$ cat config.mk
export PLATFORM = sky130hd
export DESIGN_NAME = i2c_master_write_engine_core
export DESIGN_NICKNAME = d
export VERILOG_FILES = /design/src/hdl/i2cmw_pkg.sv /design/src/hdl/i2c_master_write_engine_core.sv /design/src/hdl/i2cmw_cfg.sv /design/src/hdl/i2cmw_fsm.sv /design/src/hdl/i2cmw_out_buf.sv
export SDC_FILE = /design/constraint.sdc
export NUM_CORES = 1
export LEC_CHECK = 0
export BUFFER_PORTS_ARGS = -buffer_cell sky130_fd_sc_hd__buf_4
export CORE_MARGIN = 2
export CORE_UTILIZATION = 64
export DETAILED_ROUTE_END_ITERATION = 16
export PLACE_DENSITY = 0.94
export SLEW_MARGIN = 40
export SYNTH_ARGS = -nofsm -noshare
export SYNTH_HDL_FRONTEND = slang
export SYNTH_SLANG_ARGS = --single-unit
export TNS_END_PERCENT = 5
$ cat constraint.sdc
create_clock -name clk -period 10 [get_ports clk]
set_input_delay 0.5 -clock clk [delete_from_list [all_inputs] [get_ports clk]]
set_output_delay 0.5 -clock clk [all_outputs]
set_load 0.01 [all_outputs]
$ cat src/hdl/i2cmw_pkg.sv
`timescale 1ns / 1ps
// ----------------------------------------------------------------------------
// i2cmw_pkg
// Shared types and constants for the tick-driven I2C master write engine.
// ----------------------------------------------------------------------------
package i2cmw_pkg;

    // default width of the phase delay counter
    localparam int DELAY_WIDTH_DEF = 16;

    // configuration port
    localparam int HALF_W    = 16;
    localparam int CFG_IDX_W = 1;
    localparam int CFG_DAT_W = 16;

    localparam logic [CFG_IDX_W-1:0] CFG_HALF_PERIOD = 1'd0;
    localparam logic [CFG_IDX_W-1:0] CFG_ENABLE      = 1'd1;

    localparam logic [HALF_W-1:0] HALF_RESET = 16'd10;

    // status codes
    localparam logic [1:0] STATUS_OK      = 2'd0;
    localparam logic [1:0] STATUS_NACK    = 2'd1;
    localparam logic [1:0] STATUS_REFUSED = 2'd2;

    // bit position of the first data bit (msb first)
    localparam logic [2:0] BIT_MSB = 3'd7;

    // one result beat
    typedef struct packed {
        logic       scl;
        logic       sda;
        logic       need_byte;
        logic       byte_taken;
        logic       busy;
        logic       done;
        logic [1:0] status;
    } result_t;

    // configuration seen by the engine
    typedef struct packed {
        logic [HALF_W-1:0] half_period;
        logic              enable;
    } cfg_t;

endpackage

$ cat src/hdl/i2c_master_write_engine_core.sv
`timescale 1ns / 1ps
// ----------------------------------------------------------------------------
// i2c_master_write_engine_core
// Tick-driven write-only I2C master: start, address, data bytes, ack, stop.
// Each accepted beat's result is registered, in the skid slot if output stalls.
// Throughput: one input beat per cycle while the skid slot is empty;
// a skid slot lets input continue while one result waits.
// Reset: asynchronous, bus released, idle, half period 10, engine disabled.
// ----------------------------------------------------------------------------
module i2c_master_write_engine_core
    import i2cmw_pkg::*;
#(
    parameter int DELAY_WIDTH = DELAY_WIDTH_DEF
)
(
    input  logic                 clk,
    input  logic                 rst_n,

    input  logic                 in_valid,
    output logic                 in_stall,
    input  logic                 req_type,
    input  logic [7:0]           tx_byte,
    input  logic                 last_byte,
    input  logic                 sda_in,

    output logic                 out_valid,
    input  logic                 out_stall,
    output logic                 scl_out,
    output logic                 sda_out,
    output logic                 need_byte,
    output logic                 byte_taken,
    output logic                 busy_res,
    output logic                 done_res,
    output logic [1:0]           status,

    input  logic                 cfg_valid,
    output logic                 cfg_ready,
    input  logic [CFG_IDX_W-1:0] cfg_index,
    input  logic [CFG_DAT_W-1:0] cfg_data
);

    cfg_t    cfg;
    result_t step_result;
    result_t out_data;
    logic    buf_full;
    logic    accept;

    // input beat handshake
    assign in_stall = buf_full;
    assign accept   = in_valid && !in_stall;

    // configuration registers
    i2cmw_cfg u_cfg (
        .clk       (clk),
        .rst_n     (rst_n),
        .cfg_valid (cfg_valid),
        .cfg_ready (cfg_ready),
        .cfg_index (cfg_index),
        .cfg_data  (cfg_data),
        .cfg       (cfg)
    );

    // phase sequencer
    i2cmw_fsm #(
        .DELAY_WIDTH (DELAY_WIDTH)
    ) u_fsm (
        .clk       (clk),
        .rst_n     (rst_n),
        .accept    (accept),
        .req_type  (req_type),
        .tx_byte   (tx_byte),
        .last_byte (last_byte),
        .sda_in    (sda_in),
        .cfg       (cfg),
        .result    (step_result)
    );

    // result register and skid slot
    i2cmw_out_buf u_out_buf (
        .clk       (clk),
        .rst_n     (rst_n),
        .load      (accept),
        .load_data (step_result),
        .full      (buf_full),
        .out_valid (out_valid),
        .out_stall (out_stall),
        .out_data  (out_data)
    );

    // result fields
    assign scl_out    = out_data.scl;
    assign sda_out    = out_data.sda;
    assign need_byte  = out_data.need_byte;
    assign byte_taken = out_data.byte_taken;
    assign busy_res   = out_data.busy;
    assign done_res   = out_data.done;
    assign status     = out_data.status;

endmodule

$ cat src/hdl/i2cmw_cfg.sv
`timescale 1ns / 1ps
// ----------------------------------------------------------------------------
// i2cmw_cfg
// Configuration register file: half period and enable.
// ----------------------------------------------------------------------------
module i2cmw_cfg
    import i2cmw_pkg::*;
(
    input  logic                 clk,
    input  logic                 rst_n,
    input  logic                 cfg_valid,
    output logic                 cfg_ready,
    input  logic [CFG_IDX_W-1:0] cfg_index,
    input  logic [CFG_DAT_W-1:0] cfg_data,
    output cfg_t                 cfg
);

    logic [HALF_W-1:0] half_reg;
    logic              enable_reg;

    // writes are always accepted
    assign cfg_ready = 1'b1;

    // register write decode
    always_ff @(posedge clk or negedge rst_n)
    begin
        if (!rst_n)
        begin
            half_reg   <= HALF_RESET;
            enable_reg <= 1'b0;
        end
        else if (cfg_valid && cfg_ready)
        begin
            unique case (cfg_index)
                CFG_HALF_PERIOD: half_reg   <= cfg_data[HALF_W-1:0];
                CFG_ENABLE:      enable_reg <= cfg_data[0];
                default:         ;
            endcase
        end
    end

    assign cfg.half_period = half_reg;
    assign cfg.enable      = enable_reg;

endmodule

$ cat src/hdl/i2cmw_fsm.sv
`timescale 1ns / 1ps
// ----------------------------------------------------------------------------
// i2cmw_fsm
// Bus phase sequencer: start, eight data bits and ack per byte, stop; one beat per accepted clock.
// ----------------------------------------------------------------------------
module i2cmw_fsm
    import i2cmw_pkg::*;
#(
    parameter int DELAY_WIDTH = DELAY_WIDTH_DEF
)
(
    input  logic       clk,
    input  logic       rst_n,
    input  logic       accept,
    input  logic       req_type,
    input  logic [7:0] tx_byte,
    input  logic       last_byte,
    input  logic       sda_in,
    input  cfg_t       cfg,
    output result_t    result
);

    localparam int CW = ((DELAY_WIDTH > HALF_W) ? DELAY_WIDTH : HALF_W) + 1;

    typedef enum logic [4:0] {
        PH_IDLE,
        PH_ST_SDA_HI,
        PH_ST_SCL_HI,
        PH_ST_SDA_LO,
        PH_ST_SCL_LO,
        PH_BIT_LO,
        PH_BIT_HI,
        PH_POST_LO,
        PH_REL1,
        PH_REL2,
        PH_ACK_HI,
        PH_ACK_LO,
        PH_WAIT,
        PH_SP_SDA_LO,
        PH_SP_SCL_HI,
        PH_SP_SDA_HI
    } phase_t;

    phase_t                 phase_reg,  phase_next;
    logic [2:0]             bit_reg,    bit_next;
    logic [7:0]             shift_reg,  shift_next;
    logic [DELAY_WIDTH-1:0] delay_reg,  delay_next;
    logic                   ending_reg, ending_next;
    logic                   nack_reg,   nack_next;
    logic                   scl_reg,    scl_next;
    logic                   sda_reg,    sda_next;

    logic              parked;
    logic [HALF_W-1:0] half_eff;
    logic              phase_end;
    logic              go;
    phase_t            target;
    logic              taken;
    logic              refused;
    logic              done;

    // idle or waiting for the next byte
    assign parked = (phase_reg == PH_IDLE) || (phase_reg == PH_WAIT);

    // phase length check, zero half period acts as one
    assign half_eff  = (cfg.half_period == '0) ? HALF_W'(1) : cfg.half_period;
    assign phase_end = ((CW'(delay_reg) + CW'(1)) >= CW'(half_eff)) || (&delay_reg);

    // next state for one beat
    always_comb
    begin
        phase_next  = phase_reg;
        bit_next    = bit_reg;
        shift_next  = shift_reg;
        delay_next  = delay_reg;
        ending_next = ending_reg;
        nack_next   = nack_reg;
        scl_next    = scl_reg;
        sda_next    = sda_reg;
        go          = 1'b0;
        target      = PH_IDLE;
        taken       = 1'b0;
        refused     = 1'b0;
        done        = 1'b0;

        if (req_type)
        begin
            // byte offer, only taken when idle or waiting and enabled
            if (parked)
            begin
                if (!cfg.enable)
                begin
                    refused = 1'b1;
                end
                else
                begin
                    taken       = 1'b1;
                    shift_next  = tx_byte;
                    ending_next = last_byte;
                    bit_next    = BIT_MSB;
                    go          = 1'b1;
                    if (phase_reg == PH_IDLE)
                    begin
                        nack_next = 1'b0;
                        target    = PH_ST_SDA_HI;
                    end
                    else
                    begin
                        target = PH_BIT_LO;
                    end
                end
            end
        end
        else if (!parked)
        begin
            // time tick
            if (phase_end)
            begin
                go = 1'b1;
                unique case (phase_reg)
                    PH_ST_SDA_HI: target = PH_ST_SCL_HI;
                    PH_ST_SCL_HI: target = PH_ST_SDA_LO;
                    PH_ST_SDA_LO: target = PH_ST_SCL_LO;
                    PH_ST_SCL_LO:
                    begin
                        bit_next = BIT_MSB;
                        target   = PH_BIT_LO;
                    end
                    PH_BIT_LO:    target = PH_BIT_HI;
                    PH_BIT_HI:
                    begin
                        if (bit_reg == '0)
                        begin
                            target = PH_POST_LO;
                        end
                        else
                        begin
                            bit_next = bit_reg - 3'd1;
                            target   = PH_BIT_LO;
                        end
                    end
                    PH_POST_LO:   target = PH_REL1;
                    PH_REL1:      target = PH_REL2;
                    PH_REL2:      target = PH_ACK_HI;
                    PH_ACK_HI:
                    begin
                        nack_next = sda_in;
                        target    = PH_ACK_LO;
                    end
                    PH_ACK_LO:
                    begin
                        sda_next = 1'b1;
                        target   = (nack_reg || ending_reg) ? PH_SP_SDA_LO : PH_WAIT;
                    end
                    PH_SP_SDA_LO: target = PH_SP_SCL_HI;
                    PH_SP_SCL_HI: target = PH_SP_SDA_HI;
                    PH_SP_SDA_HI:
                    begin
                        done   = 1'b1;
                        target = PH_IDLE;
                    end
                    default:      go = 1'b0;
                endcase
            end
            else
            begin
                delay_next = delay_reg + DELAY_WIDTH'(1);
            end
        end

        // entering a phase restarts the counter and sets the bus levels
        if (go)
        begin
            phase_next = target;
            delay_next = '0;
            unique case (target)
                PH_ST_SDA_HI: sda_next = 1'b1;
                PH_ST_SCL_HI: scl_next = 1'b1;
                PH_ST_SDA_LO: sda_next = 1'b0;
                PH_ST_SCL_LO: scl_next = 1'b0;
                PH_BIT_LO:
                begin
                    scl_next = 1'b0;
                    sda_next = shift_next[bit_next];
                end
                PH_BIT_HI:    scl_next = 1'b1;
                PH_POST_LO:   scl_next = 1'b0;
                PH_REL1:      sda_next = 1'b1;
                PH_ACK_HI:    scl_next = 1'b1;
                PH_ACK_LO:    scl_next = 1'b0;
                PH_SP_SDA_LO: sda_next = 1'b0;
                PH_SP_SCL_HI: scl_next = 1'b1;
                PH_SP_SDA_HI: sda_next = 1'b1;
                default:      ;
            endcase
        end
    end

    // result fields follow the updated state
    always_comb
    begin
        result.scl        = scl_next;
        result.sda        = sda_next;
        result.need_byte  = ((phase_next == PH_IDLE) || (phase_next == PH_WAIT))
                            && cfg.enable;
        result.byte_taken = taken;
        result.busy       = (phase_next != PH_IDLE);
        result.done       = done;
        if (refused)
        begin
            result.status = STATUS_REFUSED;
        end
        else if (nack_next)
        begin
            result.status = STATUS_NACK;
        end
        else
        begin
            result.status = STATUS_OK;
        end
    end

    // state registers, advanced once per accepted beat
    always_ff @(posedge clk or negedge rst_n)
    begin
        if (!rst_n)
        begin
            phase_reg  <= PH_IDLE;
            bit_reg    <= BIT_MSB;
            shift_reg  <= '0;
            delay_reg  <= '0;
            ending_reg <= 1'b0;
            nack_reg   <= 1'b0;
            scl_reg    <= 1'b1;
            sda_reg    <= 1'b1;
        end
        else if (accept)
        begin
            phase_reg  <= phase_next;
            bit_reg    <= bit_next;
            shift_reg  <= shift_next;
            delay_reg  <= delay_next;
            ending_reg <= ending_next;
            nack_reg   <= nack_next;
            scl_reg    <= scl_next;
            sda_reg    <= sda_next;
        end
    end

endmodule

$ cat src/hdl/i2cmw_out_buf.sv
`timescale 1ns / 1ps
// ----------------------------------------------------------------------------
// i2cmw_out_buf
// Result register with a skid slot so input and output stall independently.
// ----------------------------------------------------------------------------
module i2cmw_out_buf
    import i2cmw_pkg::*;
(
    input  logic    clk,
    input  logic    rst_n,
    input  logic    load,
    input  result_t load_data,
    output logic    full,
    output logic    out_valid,
    input  logic    out_stall,
    output result_t out_data
);

    logic    out_valid_reg;
    logic    skid_valid_reg;
    result_t out_reg;
    result_t skid_reg;
    logic    out_free;

    // output slot can take a beat this cycle
    assign out_free = !out_valid_reg || !out_stall;

    // control flags
    always_ff @(posedge clk or negedge rst_n)
    begin
        if (!rst_n)
        begin
            out_valid_reg  <= 1'b0;
            skid_valid_reg <= 1'b0;
        end
        else if (skid_valid_reg)
        begin
            if (!out_stall)
            begin
                skid_valid_reg <= 1'b0;
            end
        end
        else if (load)
        begin
            if (out_free)
            begin
                out_valid_reg <= 1'b1;
            end
            else
            begin
                skid_valid_reg <= 1'b1;
            end
        end
        else if (!out_stall)
        begin
            out_valid_reg <= 1'b0;
        end
    end

    // payload
    always_ff @(posedge clk)
    begin
        if (skid_valid_reg)
        begin
            if (!out_stall)
            begin
                out_reg <= skid_reg;
            end
        end
        else if (load)
        begin
            if (out_free)
            begin
                out_reg <= load_data;
            end
            else
            begin
                skid_reg <= load_data;
            end
        end
    end

    assign full      = skid_valid_reg;
    assign out_valid = out_valid_reg;
    assign out_data  = out_reg;

endmodule
==> results.md, run 1 <==
| Parameter | Reported |
|:---|:---|
| Number of diodes added for antenna fixing | 0 |
| Number of optimization iterations in the first detailed-route pass | 5 |
| Net switching component of the power | 292 µW |
| Unrepaired setup endpoints after global routing | false |
| Element type at the critical path end | flop |
| Wire length of the first global-routing pass | 17400 µm |
| Flop2flop setup slack | 5280 ps |
| Worst IR Drop VDD | 0.122 mV |
| Power per standard cell area | 183 nW/µm² |
| Total of buffers placed on input and output ports | 42 |
| Dominant cell type by area after synthesis | sky130_fd_sc_hd__dfrtp_1 |
| Internal power summed over all cells | 594 µW |
| Highest routed metal layer | met4 |
| Share of synthesized area occupied by flip-flops and latches | 43.2% |
| Clock insertion delay at the later pin of the skew report | 360 ps |
| Die area | 7420 µm² |
| Number of cell rows | 29 |
| Kind of critical path | flop to flop |
| Number of hold violations in the final report | 0 |
| CTS buffer count | 9 |
| Final critical-path required period | 4720 ps |
| Met3 routed WL | 718 µm |
| Maximum number of pins on one net before global-route repair | 56 |
| Hold buffer count at cts | 0 |
| Fin. max-slew vios | 0 |
| Number of endpoints failing setup at the final stage | 0 |
| Total gr overflow | 0 |
| Placeable Area | 6420 µm² |
| Post-CTS Setup Inserts | 0 |
| Number of nets at the end of the flow | 554 |
| Post-route antenna net violation count | 0 |
| Data required time of the worst path | 10100 ps |
| Kind of path behind the tightest hold check | primary input to asynchronous set/reset pin |
| Final estimated routing congestion in global placement | 0.970 |
| Critical path data arrival time | 4810 ps |
| Detailed placer's ending HPWL | 7440 µm |
| Synthesized Nets | 520 |
| Final standard cell count with taps included and fillers excluded | 584 |
| Cells after synthesis | 468 |
| Switching power share of the total | 33.0% |
| Mapped Area | 4320 µm² |
| Leading cell type in the layout, fill and taps excluded | sky130_fd_sc_hd__nand2_1 |
| Part of the cycle the worst path needs | 47.2% |
| Post-DR vias/cell | 6.36 |
| Sum Neg Setup Slack | 0 ps |
| Startpoint class of the critical path | flop |
| Hold slack | 191 ps |
| Max Buffers Root-to-Sink | 2 |
| Number of antenna violations at the first check in global routing | 0 |
| Synth top area share | 27.8% |
| Flip-flop cell with the highest count after synthesis | sky130_fd_sc_hd__dfrtp_1 |
| Total track usage | 30.3% |
| Number of synthesized flops with an enable pin | 16 |
| Yosys warning count | 0 |
| Gates resized, CTS repair | 0 |
| Remaining design rule violation count | 0 |
| Synth-to-Final Area Change | 11.9% |
| Launching point of the worst reg2reg path | u_fsm.delay_reg[0]$_DFFE_PN0P_ |
| Register bit count reported by yosys | 71 |
| Run status | completed |
| Effective utilization at floorplan | 67.3% |
| Critical Path Fanout Max | 7 |
| Leak pwr | 0.00217 µW |
| Worst-margin pin slew | 810 ps |
| Root Buffer Master | sky130_fd_sc_hd__clkbuf_8 |
| Capture point of the worst reg-to-reg path | u_out_buf.out_data[6]$_DFFE_PP_ |
| Commonest cells after routing, fill and taps aside | sky130_fd_sc_hd__nand2_1 (72), sky130_fd_sc_hd__o21ai_0 (59), sky130_fd_sc_hd__dfrtp_1 (48) |
| Die boundary width | 86.2 µm |
| DIE HEIGHT | 86.2 µm |
| Combinational share of power | 26.8% |
| Wirelength per Cell | 17.9 µm |
| Max Clock Freq | 0.212 GHz |
| Number of cells on the worst reg-to-reg path | 17 |
| Fraction of layout instances using a drive strength above 1 | 21.1% |
| Met1 Wirelength | 4170 µm |
| Most area-consuming cells after synthesis | sky130_fd_sc_hd__dfrtp_1 (28%), sky130_fd_sc_hd__edfxtp_1 (11%), sky130_fd_sc_hd__o21ai_0 (6.8%) |
| Sequential power share | 44.4% |
| Total via count in the routed design | 3713 |
| Ys async rst share | 77.5% |
| Slew HR | 45.8% |
| Worst Skew | 10.5 ps |
| Via count of the first global-routing pass | 3631 |
| TritonCTS clock tree | yes |
| Cells after DPL | 568 |
| Syn Area/Cell | 9.23 µm² |
| CTS sink cnt | 71 |
| Total wire length | 10500 µm |
| Top-Level Pins | 44 |
| CTS H-tree lvls | 3 |
| WL met2 | 5230 µm |
| Clock power share | 28.8% |
| DRT iter0 DRCs | 329 |
| Yosys cell types | 70 |
| Clock input transition at the sequential cells of the worst setup and hold paths | 80 ps |
| Max Cap Violations | 0 |
| Total Power | 886 µW |
## power groups by stage
stage               Sequential [µW]  Combinational, µW  Clock, µW
floorplan                       384                174          0
global placement                394                222          0
detailed placement              397                233          0
CTS                             392                235        257
global route                    399                262        269
finish                          394                237        255
## per-layer routing
metal | up-vias | GRT usage, %
li1 | 1720 | -
met1 | 1773 | 38.3
met2 | 183 | 49.8
met3 | 37 | 6.83
met4 | 0 | 13.9
met5 | - | 0
## Yosys cell counts (3+ instances only)
| cell | number |
|---|---|
| sky130_fd_sc_hd__a21oi_1 | 15 |
| sky130_fd_sc_hd__a31oi_1 | 3 |
| sky130_fd_sc_hd__and3_1 | 12 |
| sky130_fd_sc_hd__buf_6 | 4 |
| sky130_fd_sc_hd__clkbuf_1 | 12 |
| sky130_fd_sc_hd__dfrtp_1 | 48 |
| sky130_fd_sc_hd__dfstp_2 | 7 |
| sky130_fd_sc_hd__edfxtp_1 | 16 |
| sky130_fd_sc_hd__ha_1 | 19 |
| sky130_fd_sc_hd__inv_1 | 23 |
| sky130_fd_sc_hd__mux2_2 | 13 |
| sky130_fd_sc_hd__nand2_1 | 72 |
| sky130_fd_sc_hd__nand2b_1 | 6 |
| sky130_fd_sc_hd__nand3_1 | 20 |
| sky130_fd_sc_hd__nor2_1 | 36 |
| sky130_fd_sc_hd__nor2b_1 | 5 |
| sky130_fd_sc_hd__nor3_1 | 7 |
| sky130_fd_sc_hd__nor4_1 | 3 |
| sky130_fd_sc_hd__o2111ai_1 | 3 |
| sky130_fd_sc_hd__o21ai_0 | 59 |
| sky130_fd_sc_hd__o21ai_1 | 3 |
| sky130_fd_sc_hd__o31ai_1 | 7 |
| sky130_fd_sc_hd__xnor2_1 | 7 |
| sky130_fd_sc_hd__xor2_1 | 8 |
## area by class of cell
type                    instances  area (µm²)
multi-input cells             353        2240
flip-flops and latches         71        1870
repair buffers                 43         323
fillers                       439        1590
inverters                      24        90.1
clock inverters                 7        96.3
well taps                      77        96.3
clock buffers                   9         124
## through the flow
stage / area [µm²] / setup WS (ps) / util [%]
2_1_floorplan: 4320 / 5800 / -
3_3_place_gp: 4610 / 5660 / 71.8
3_5_place_dp: 4610 / 5500 / 71.8
4_1_cts: 4830 / 5370 / 75.3
5_1_grt: 4830 / 4940 / 75.3
6_report: 4830 / 5280 / 75.3
## worst max-delay path, cell delays in order, from the launching register on
cell and delay [ps]:
sky130_fd_sc_hd__dfrtp_1 440, sky130_fd_sc_hd__ha_1 310, sky130_fd_sc_hd__nand4_1 160, sky130_fd_sc_hd__nor2_1 370, sky130_fd_sc_hd__and3_1 330, sky130_fd_sc_hd__nand2_1 80
sky130_fd_sc_hd__nor2_1 160, sky130_fd_sc_hd__xor2_1 220, sky130_fd_sc_hd__ha_1 300, sky130_fd_sc_hd__a21oi_1 180, sky130_fd_sc_hd__nor2b_1 80, sky130_fd_sc_hd__nor4_2 390
sky130_fd_sc_hd__and2_4 250, sky130_fd_sc_hd__a211oi_2 110, sky130_fd_sc_hd__or4_1 480, sky130_fd_sc_hd__a41o_1 250, sky130_fd_sc_hd__o2111ai_2 240, sky130_fd_sc_hd__a31oi_1 110
## worst max path at each step
stage,startpoint,end,slack (ps),depth (start not counted)
after floorplan,u_fsm.delay_reg[2]$_DFFE_PN0P_,u_out_buf.out_data[5]$_DFFE_PP_,5800,17
after global placement,u_fsm.delay_reg[0]$_DFFE_PN0P_,u_out_buf.out_data[6]$_DFFE_PP_,5660,17
after detailed placement,u_fsm.delay_reg[0]$_DFFE_PN0P_,u_out_buf.out_data[6]$_DFFE_PP_,5500,17
after CTS,u_fsm.delay_reg[0]$_DFFE_PN0P_,u_out_buf.out_data[6]$_DFFE_PP_,5370,17
after global routing,u_fsm.delay_reg[0]$_DFFE_PN0P_,u_out_buf.out_data[6]$_DFFE_PP_,4940,17
final,u_fsm.delay_reg[0]$_DFFE_PN0P_,u_out_buf.out_data[6]$_DFFE_PP_,5280,17
## cell families (layout without fill, tap and decap cells)
logic type,Yosys count,count (layout),synth area share [%]
and+or+nand+nor,183,183,20.8
AOI/OAI and AO/OA,119,119,18.1
DFF,71,71,43.2
buffers and inverters,44,83,5.07
adders and majority gates,19,19,5.50
muxes,16,16,4.20
xor gates and xnor gates,15,15,3.04
other,1,1,0.0868
Note: power is estimated with default switching activity, not from simulation.
==> run 2, diff against run 1 <==
--- a/config.mk
+++ b/config.mk
@@ -7,9 +7,9 @@
 export LEC_CHECK = 0
 export BUFFER_PORTS_ARGS = -buffer_cell sky130_fd_sc_hd__buf_4
 export CORE_MARGIN = 2
-export CORE_UTILIZATION = 64
+export CORE_UTILIZATION = 59
 export DETAILED_ROUTE_END_ITERATION = 16
-export PLACE_DENSITY = 0.94
+export PLACE_DENSITY = 0.88
 export SLEW_MARGIN = 40
 export SYNTH_ARGS = -nofsm -noshare
 export SYNTH_HDL_FRONTEND = slang
==> constraint.sdc (replaced) <==
create_clock -name clk -period 4.7 [get_ports clk]
set_input_delay 0.235 -clock clk [delete_from_list [all_inputs] [get_ports clk]]
set_output_delay 0.235 -clock clk [all_outputs]
set_load 0.01 [all_outputs]
==> run 2 against run 1 <==
Effect of this change:
- worst hold slack got worse by 100 ps
- count of clock-buffer cells in the layout rose by 2
- final cell count increased by 4.5%
- largest cell class unchanged
- sequential cell count unchanged
- global-route usage decreased by 3.2 points
- worst setup slack got worse by 5000 ps
- register-to-register slack worse by 5000 ps
==> results.md, run 2 (same netlist as run 1, synthesis figures left out) <==
| Parameter | Reported |
|:---|:---|
| Unrepaired setup endpoints after global routing | false |
| Critical Path Fanout Max | 7 |
| Worst IR Drop VDD | 0.254 mV |
| Maximum number of pins on one net before global-route repair | 56 |
| Fin. max-slew vios | 0 |
| Sum Neg Setup Slack | 0 ps |
| Die area | 8020 µm² |
| Post-DR vias/cell | 6.03 |
| DRT iter0 DRCs | 244 |
| Max Cap Violations | 0 |
| DIE HEIGHT | 89.6 µm |
| Number of endpoints failing setup at the final stage | 0 |
| Part of the cycle the worst path needs | 93.6% |
| Maximum single-stage delay on the critical path | 520 ps |
| Number of optimization iterations in the first detailed-route pass | 5 |
| Fraction of layout instances using a drive strength above 1 | 21.3% |
| Hold slack | 87.5 ps |
| Slew HR | 49.9% |
| Element type at the critical path end | flop |
| Leak pwr | 0.00218 µW |
| Dominant delay contributor by cell family on the critical path | simple AND/OR/NAND/NOR gates |
| Final Cell Area | 4890 µm² |
| Max Buffers Root-to-Sink | 2 |
| CTS H-tree lvls | 3 |
| Core utilization of the finished layout | 68.2% |
| Post-CTS Setup Inserts | 0 |
| Total gr overflow | 0 |
| Via count of the first global-routing pass | 3556 |
| CTS sink cnt | 71 |
| Die boundary width | 89.6 µm |
| Cells after DPL | 593 |
| Number of hold violations in the final report | 0 |
| Commonest cells after routing, fill and taps aside | sky130_fd_sc_hd__nand2_1 (72), sky130_fd_sc_hd__o21ai_0 (59), sky130_fd_sc_hd__dfrtp_1 (48) |
| Total via count in the routed design | 3678 |
| Internal power summed over all cells | 1260 µW |
| Clock input transition at the sequential cells of the worst setup and hold paths | 70 ps |
| Run status | completed |
| Placed standard-cell area | 4660 µm² |
| Final standard cell count with taps included and fillers excluded | 610 |
| Clock insertion delay at the later pin of the skew report | 350 ps |
| Root Buffer Master | sky130_fd_sc_hd__clkbuf_8 |
| Max Clock Freq | 0.227 GHz |
| Number of diodes added for antenna fixing | 0 |
| TritonCTS clock tree | yes |
| Number of cell rows | 31 |
| Flop2flop setup slack | 300 ps |
| Kind of path behind the tightest hold check | primary input to flop |
| Total of buffers placed on input and output ports | 42 |
| Clock power share | 28.6% |
| Startpoint class of the critical path | flop |
| Worst Skew | 11.7 ps |
| Total wire length | 10100 µm |
| Number of antenna violations at the first check in global routing | 0 |
| Number of nets at the end of the flow | 558 |
| Post-route antenna net violation count | 0 |
| CTS buffer count | 9 |
| Net switching component of the power | 609 µW |
| Buffers plus inverters on the worst setup path | 0 |
| Power per standard cell area | 383 nW/µm² |
| Wirelength per Cell | 16.5 µm |
| Data required time of the worst path | 4800 ps |
| Wire length of the first global-routing pass | 16500 µm |
| Slowest CP cell | sky130_fd_sc_hd__or4_4 |
| Final estimated routing congestion in global placement | 0.965 |
| Worst-margin pin slew | 751 ps |
| Leading cell type in the layout, fill and taps excluded | sky130_fd_sc_hd__nand2_1 |
| Remaining design rule violation count | 0 |
| Cell chain of the critical path | and3_1, and3_1, and3_2, and3_1, nand3_1, nor2_1, xor2_1, ha_1, nand3_2, or3_4, or4_4, a21oi_2, nor3_2, o311a_1, o311a_1, mux2_4 |
| Sequential power share | 44.8% |
| Effective utilization at floorplan | 60.2% |
| Synth-to-Final Area Change | 13.3% |
| Final critical-path required period | 4400 ps |
| Total track usage | 27.1% |
| Switching power share of the total | 32.5% |
| Placeable Area | 7180 µm² |
| Critical path data arrival time | 4500 ps |
| Crit-path most repeated cell | sky130_fd_sc_hd__and3_1 |
| Detailed placer's ending HPWL | 7340 µm |
| Top-Level Pins | 44 |
| Combinational share of power | 26.6% |
| Kind of critical path | flop to flop |
## run 2: cell type report
class | instances | area [µm²]
Fill cell | 545 | 2280
Multi-Input combinational cell | 353 | 2250
Sequential cell | 71 | 1870
Timing Repair Buffer | 47 | 355
Clock buffer | 11 | 131
Tap cell | 99 | 124
Inverter | 24 | 90.1
Clock inverter | 5 | 82.6
## run 2: final timing paths
| check | end | from | cells past startpoint |
|---|---|---|---|
| worst max-delay path | u_out_buf.out_data[5]$_DFFE_PP_ | u_fsm.delay_reg[2]$_DFFE_PN0P_ | 16 |
| worst min-delay path | u_cfg.half_reg[2]$_DFFE_PN0P_ | cfg_data[2] | 3 |
| worst max register to register | u_out_buf.out_data[5]$_DFFE_PP_ | u_fsm.delay_reg[2]$_DFFE_PN0P_ | 16 |
| worst min register to register | u_fsm.phase_reg[4]$_DFFE_PN0P_ | u_fsm.phase_reg[4]$_DFFE_PN0P_ | 0 |
| max in group asynchronous | u_cfg.half_reg[15]$_DFFE_PN0P_ | rst_n | 2 |
| min in group asynchronous | u_fsm.shift_reg[4]$_DFFE_PN0P_ | rst_n | 2 |
## run 2: repair_timing
action,4_1_cts,5_1_grt
hold buffers,1,0
endpoints found under the hold margin,48,0
endpoints found under the setup margin,0,4
resized for setup,0,2
## run 2: worst min-delay path, stage by stage
cell and delay, ps:
sky130_fd_sc_hd__buf_4 80, sky130_fd_sc_hd__nand2_1 30, sky130_fd_sc_hd__o21ai_0 50
## run 2: stage by stage
step,power [µW],worst slack (ps)
3_5_place_dp,1340,290
5_1_grt,1980,40.1
4_1_cts,1880,292
2_1_floorplan,1190,499
6_report,1870,300
3_3_place_gp,1320,436
## run 2: power by group through the flow
stage / Combinational [µW] / Clock, µW / Sequential (µW)
finish: 497 / 536 / 839
global route: 559 / 569 / 852
CTS: 495 / 544 / 839
detailed placement: 490 / 0 / 851
global placement: 475 / 0 / 845
floorplan: 371 / 0 / 817
## run 2: routing by layer
metal  track usage (%)  vias to the layer above  wire length (µm)
met3              3.32                       23               634
li1                  -                     1730                 -
met1              34.2                     1773              4090
met4              14.4                        0               310
met5                 0                        -                 0
met2              45.5                      152              5020
==> run 3, diff against run 2 <==
--- a/config.mk
+++ b/config.mk
@@ -10,6 +10,7 @@
 export CORE_UTILIZATION = 59
 export DETAILED_ROUTE_END_ITERATION = 16
 export PLACE_DENSITY = 0.88
+export RECOVER_POWER = 25
 export SLEW_MARGIN = 40
 export SYNTH_ARGS = -nofsm -noshare
 export SYNTH_HDL_FRONTEND = slang
==> run 3 against run 2 <==
Effect of this change:
- the flow now finishes with violations (capacitance limit, slew limit)
- count of clock-buffer cells in the layout unchanged
- design area shrank 0.23%
- sequential share of layout area increased by 0.088 points
- maximum frequency about the same
- die area stayed put
- sequential cell count did not move
- critical endpoint unchanged
- via count fell by 0.68%
==> results.md, run 3 (same netlist as run 1, synthesis figures left out) <==
| Parameter | Reported |
|:---|:---|
| Post-DR vias/cell | 5.99 |
| Final standard cell count with taps included and fillers excluded | 610 |
| Remaining design rule violation count | 0 |
| Final Cell Area | 4880 µm² |
| Unrepaired setup endpoints after global routing | false |
| Critical Path Fanout Max | 7 |
| Top-Level Pins | 44 |
| Post-CTS Setup Inserts | 0 |
| Fill cell total of the finished layout | 549 |
| Worst Skew | 11.5 ps |
| Sum Neg Setup Slack | 0 ps |
| Synth-to-Final Area Change | 13.1% |
| Critical path data arrival time | 4500 ps |
| Dominant delay contributor by cell family on the critical path | simple AND/OR/NAND/NOR gates |
| CTS sink cnt | 71 |
| Total gr overflow | 0 |
| Cell chain of the critical path | and3_1, and3_1, and3_2, and3_1, nand3_1, nor2_1, xor2_1, ha_1, nand3_2, or3_4, or4_4, a21oi_2, nor3_2, o311a_1, o311a_1, mux2_4 |
| Total via count in the routed design | 3653 |
| Power per standard cell area | 383 nW/µm² |
| Slowest CP cell | sky130_fd_sc_hd__or4_4 |
| Startpoint class of the critical path | flop |
| Number of cell rows | 31 |
| Effective utilization at floorplan | 60.2% |
| Total track usage | 27.1% |
| Number of diodes added for antenna fixing | 0 |
| Root Buffer Master | sky130_fd_sc_hd__clkbuf_8 |
| Total of buffers placed on input and output ports | 42 |
| Final estimated routing congestion in global placement | 0.965 |
| Kind of path behind the tightest hold check | primary input to flop |
| Die boundary width | 89.6 µm |
| Slew HR | -96.7% |
| Leading cell type in the layout, fill and taps excluded | sky130_fd_sc_hd__nand2_1 |
| CTS buffer count | 9 |
| Number of optimization iterations in the first detailed-route pass | 5 |
| Total wire length | 10100 µm |
| Data required time of the worst path | 4800 ps |
| Cells after DPL | 593 |
| Failing checks | capacitance limit, slew limit |
| Leak pwr | 0.00217 µW |
| Fraction of layout instances using a drive strength above 1 | 20.7% |
| Wire length of the first global-routing pass | 16500 µm |
| Maximum number of pins on one net before global-route repair | 56 |
| Buffers plus inverters on the worst setup path | 0 |
| Element type at the critical path end | flop |
| Max Buffers Root-to-Sink | 2 |
| Run status | finished, violations left |
| Placed standard-cell area | 4660 µm² |
| Final critical-path required period | 4400 ps |
| Part of the cycle the worst path needs | 93.6% |
| TritonCTS clock tree | yes |
| Commonest cells after routing, fill and taps aside | sky130_fd_sc_hd__nand2_1 (72), sky130_fd_sc_hd__o21ai_0 (59), sky130_fd_sc_hd__dfrtp_1 (48) |
| Wirelength per Cell | 16.5 µm |
| Number of nets at the end of the flow | 558 |
| Max Clock Freq | 0.227 GHz |
| DIE HEIGHT | 89.6 µm |
| CTS H-tree lvls | 3 |
| Post-route antenna net violation count | 0 |
| Worst-margin pin slew | 2950 ps |
| Die area | 8020 µm² |
| Maximum single-stage delay on the critical path | 520 ps |
| Placeable Area | 7180 µm² |
| Number of hold violations in the final report | 0 |
| Clock insertion delay at the later pin of the skew report | 350 ps |
| Number of endpoints failing setup at the final stage | 0 |
| Kind of critical path | flop to flop |
| Via count of the first global-routing pass | 3556 |
| Detailed placer's ending HPWL | 7340 µm |
| Max Cap Violations | 1 |
| DRT iter0 DRCs | 243 |
| Number of antenna violations at the first check in global routing | 0 |
| Crit-path most repeated cell | sky130_fd_sc_hd__and3_1 |
| Worst IR Drop VDD | 0.254 mV |
| Clock input transition at the sequential cells of the worst setup and hold paths | 70 ps |
| Fin. max-slew vios | 56 |
[run 3: layout make-up]
class	count	area, µm²	area share, %
clock inverter	5	82.6	1.69
multi-input combinational	353	2250	46.0
timing repair buffer	47	344	7.05
sequential	71	1870	38.2
tap	99	124	2.54
inverter	24	90.1	1.84
clock buffer	11	131	2.69
[run 3: report_power, final]
group	leakage [µW]	internal, µW	total [µW]	switching (µW)
clock	0.000107	300	536	235
combinational	0.00122	210	496	286
sequential	0.000845	753	839	86.5
total	0.00217	1260	1870	608
[run 3: path summary, 6_finish.rpt]
check	from	endpoint	slack [ps]	depth (start not counted)
worst max-delay path	u_fsm.delay_reg[2]$_DFFE_PN0P_	u_out_buf.out_data[5]$_DFFE_PP_	300	16
worst min-delay path	cfg_data[2]	u_cfg.half_reg[2]$_DFFE_PN0P_	90	3
worst max register to register	u_fsm.delay_reg[2]$_DFFE_PN0P_	u_out_buf.out_data[5]$_DFFE_PP_	300	16
worst min register to register	u_fsm.phase_reg[4]$_DFFE_PN0P_	u_fsm.phase_reg[4]$_DFFE_PN0P_	470	0
max in group asynchronous	rst_n	u_cfg.half_reg[15]$_DFFE_PN0P_	1630	2
min in group asynchronous	rst_n	u_fsm.shift_reg[4]$_DFFE_PN0P_	1380	2
[run 3: metrics by stage]
step                      setup slack, ps  total power, µW  hold slack (ps)  util, %
after global routing                 40.1             1980              101     68.1
after floorplan                       499             1190            -60.6        -
after CTS                             292             1880             81.1     68.1
after global placement                436             1320              316     64.9
final                                 302             1870             88.5     68.1
after detailed placement              290             1340              325     64.9
[run 3: metal layers]
layer,global-route usage (%),wire length (µm)
met1,34.2,4170
met3,3.32,578
met4,14.4,305
met5,0,0
met2,45.5,5010
[run 3: timing repair]
item | CTS | global route
hold buffers | 1 | 0
endpoints found under the setup margin | 0 | 4
resized for setup | 0 | 2
hold endpoints to repair | 48 | 0
[run 3: worst min-delay path, delay by kind of cell]
kind / cells / cell delay [ps]
AO/OA/AOI/OAI: 1 / 50
buffers and inverters: 1 / 80
AND/OR/NAND/NOR: 1 / 30
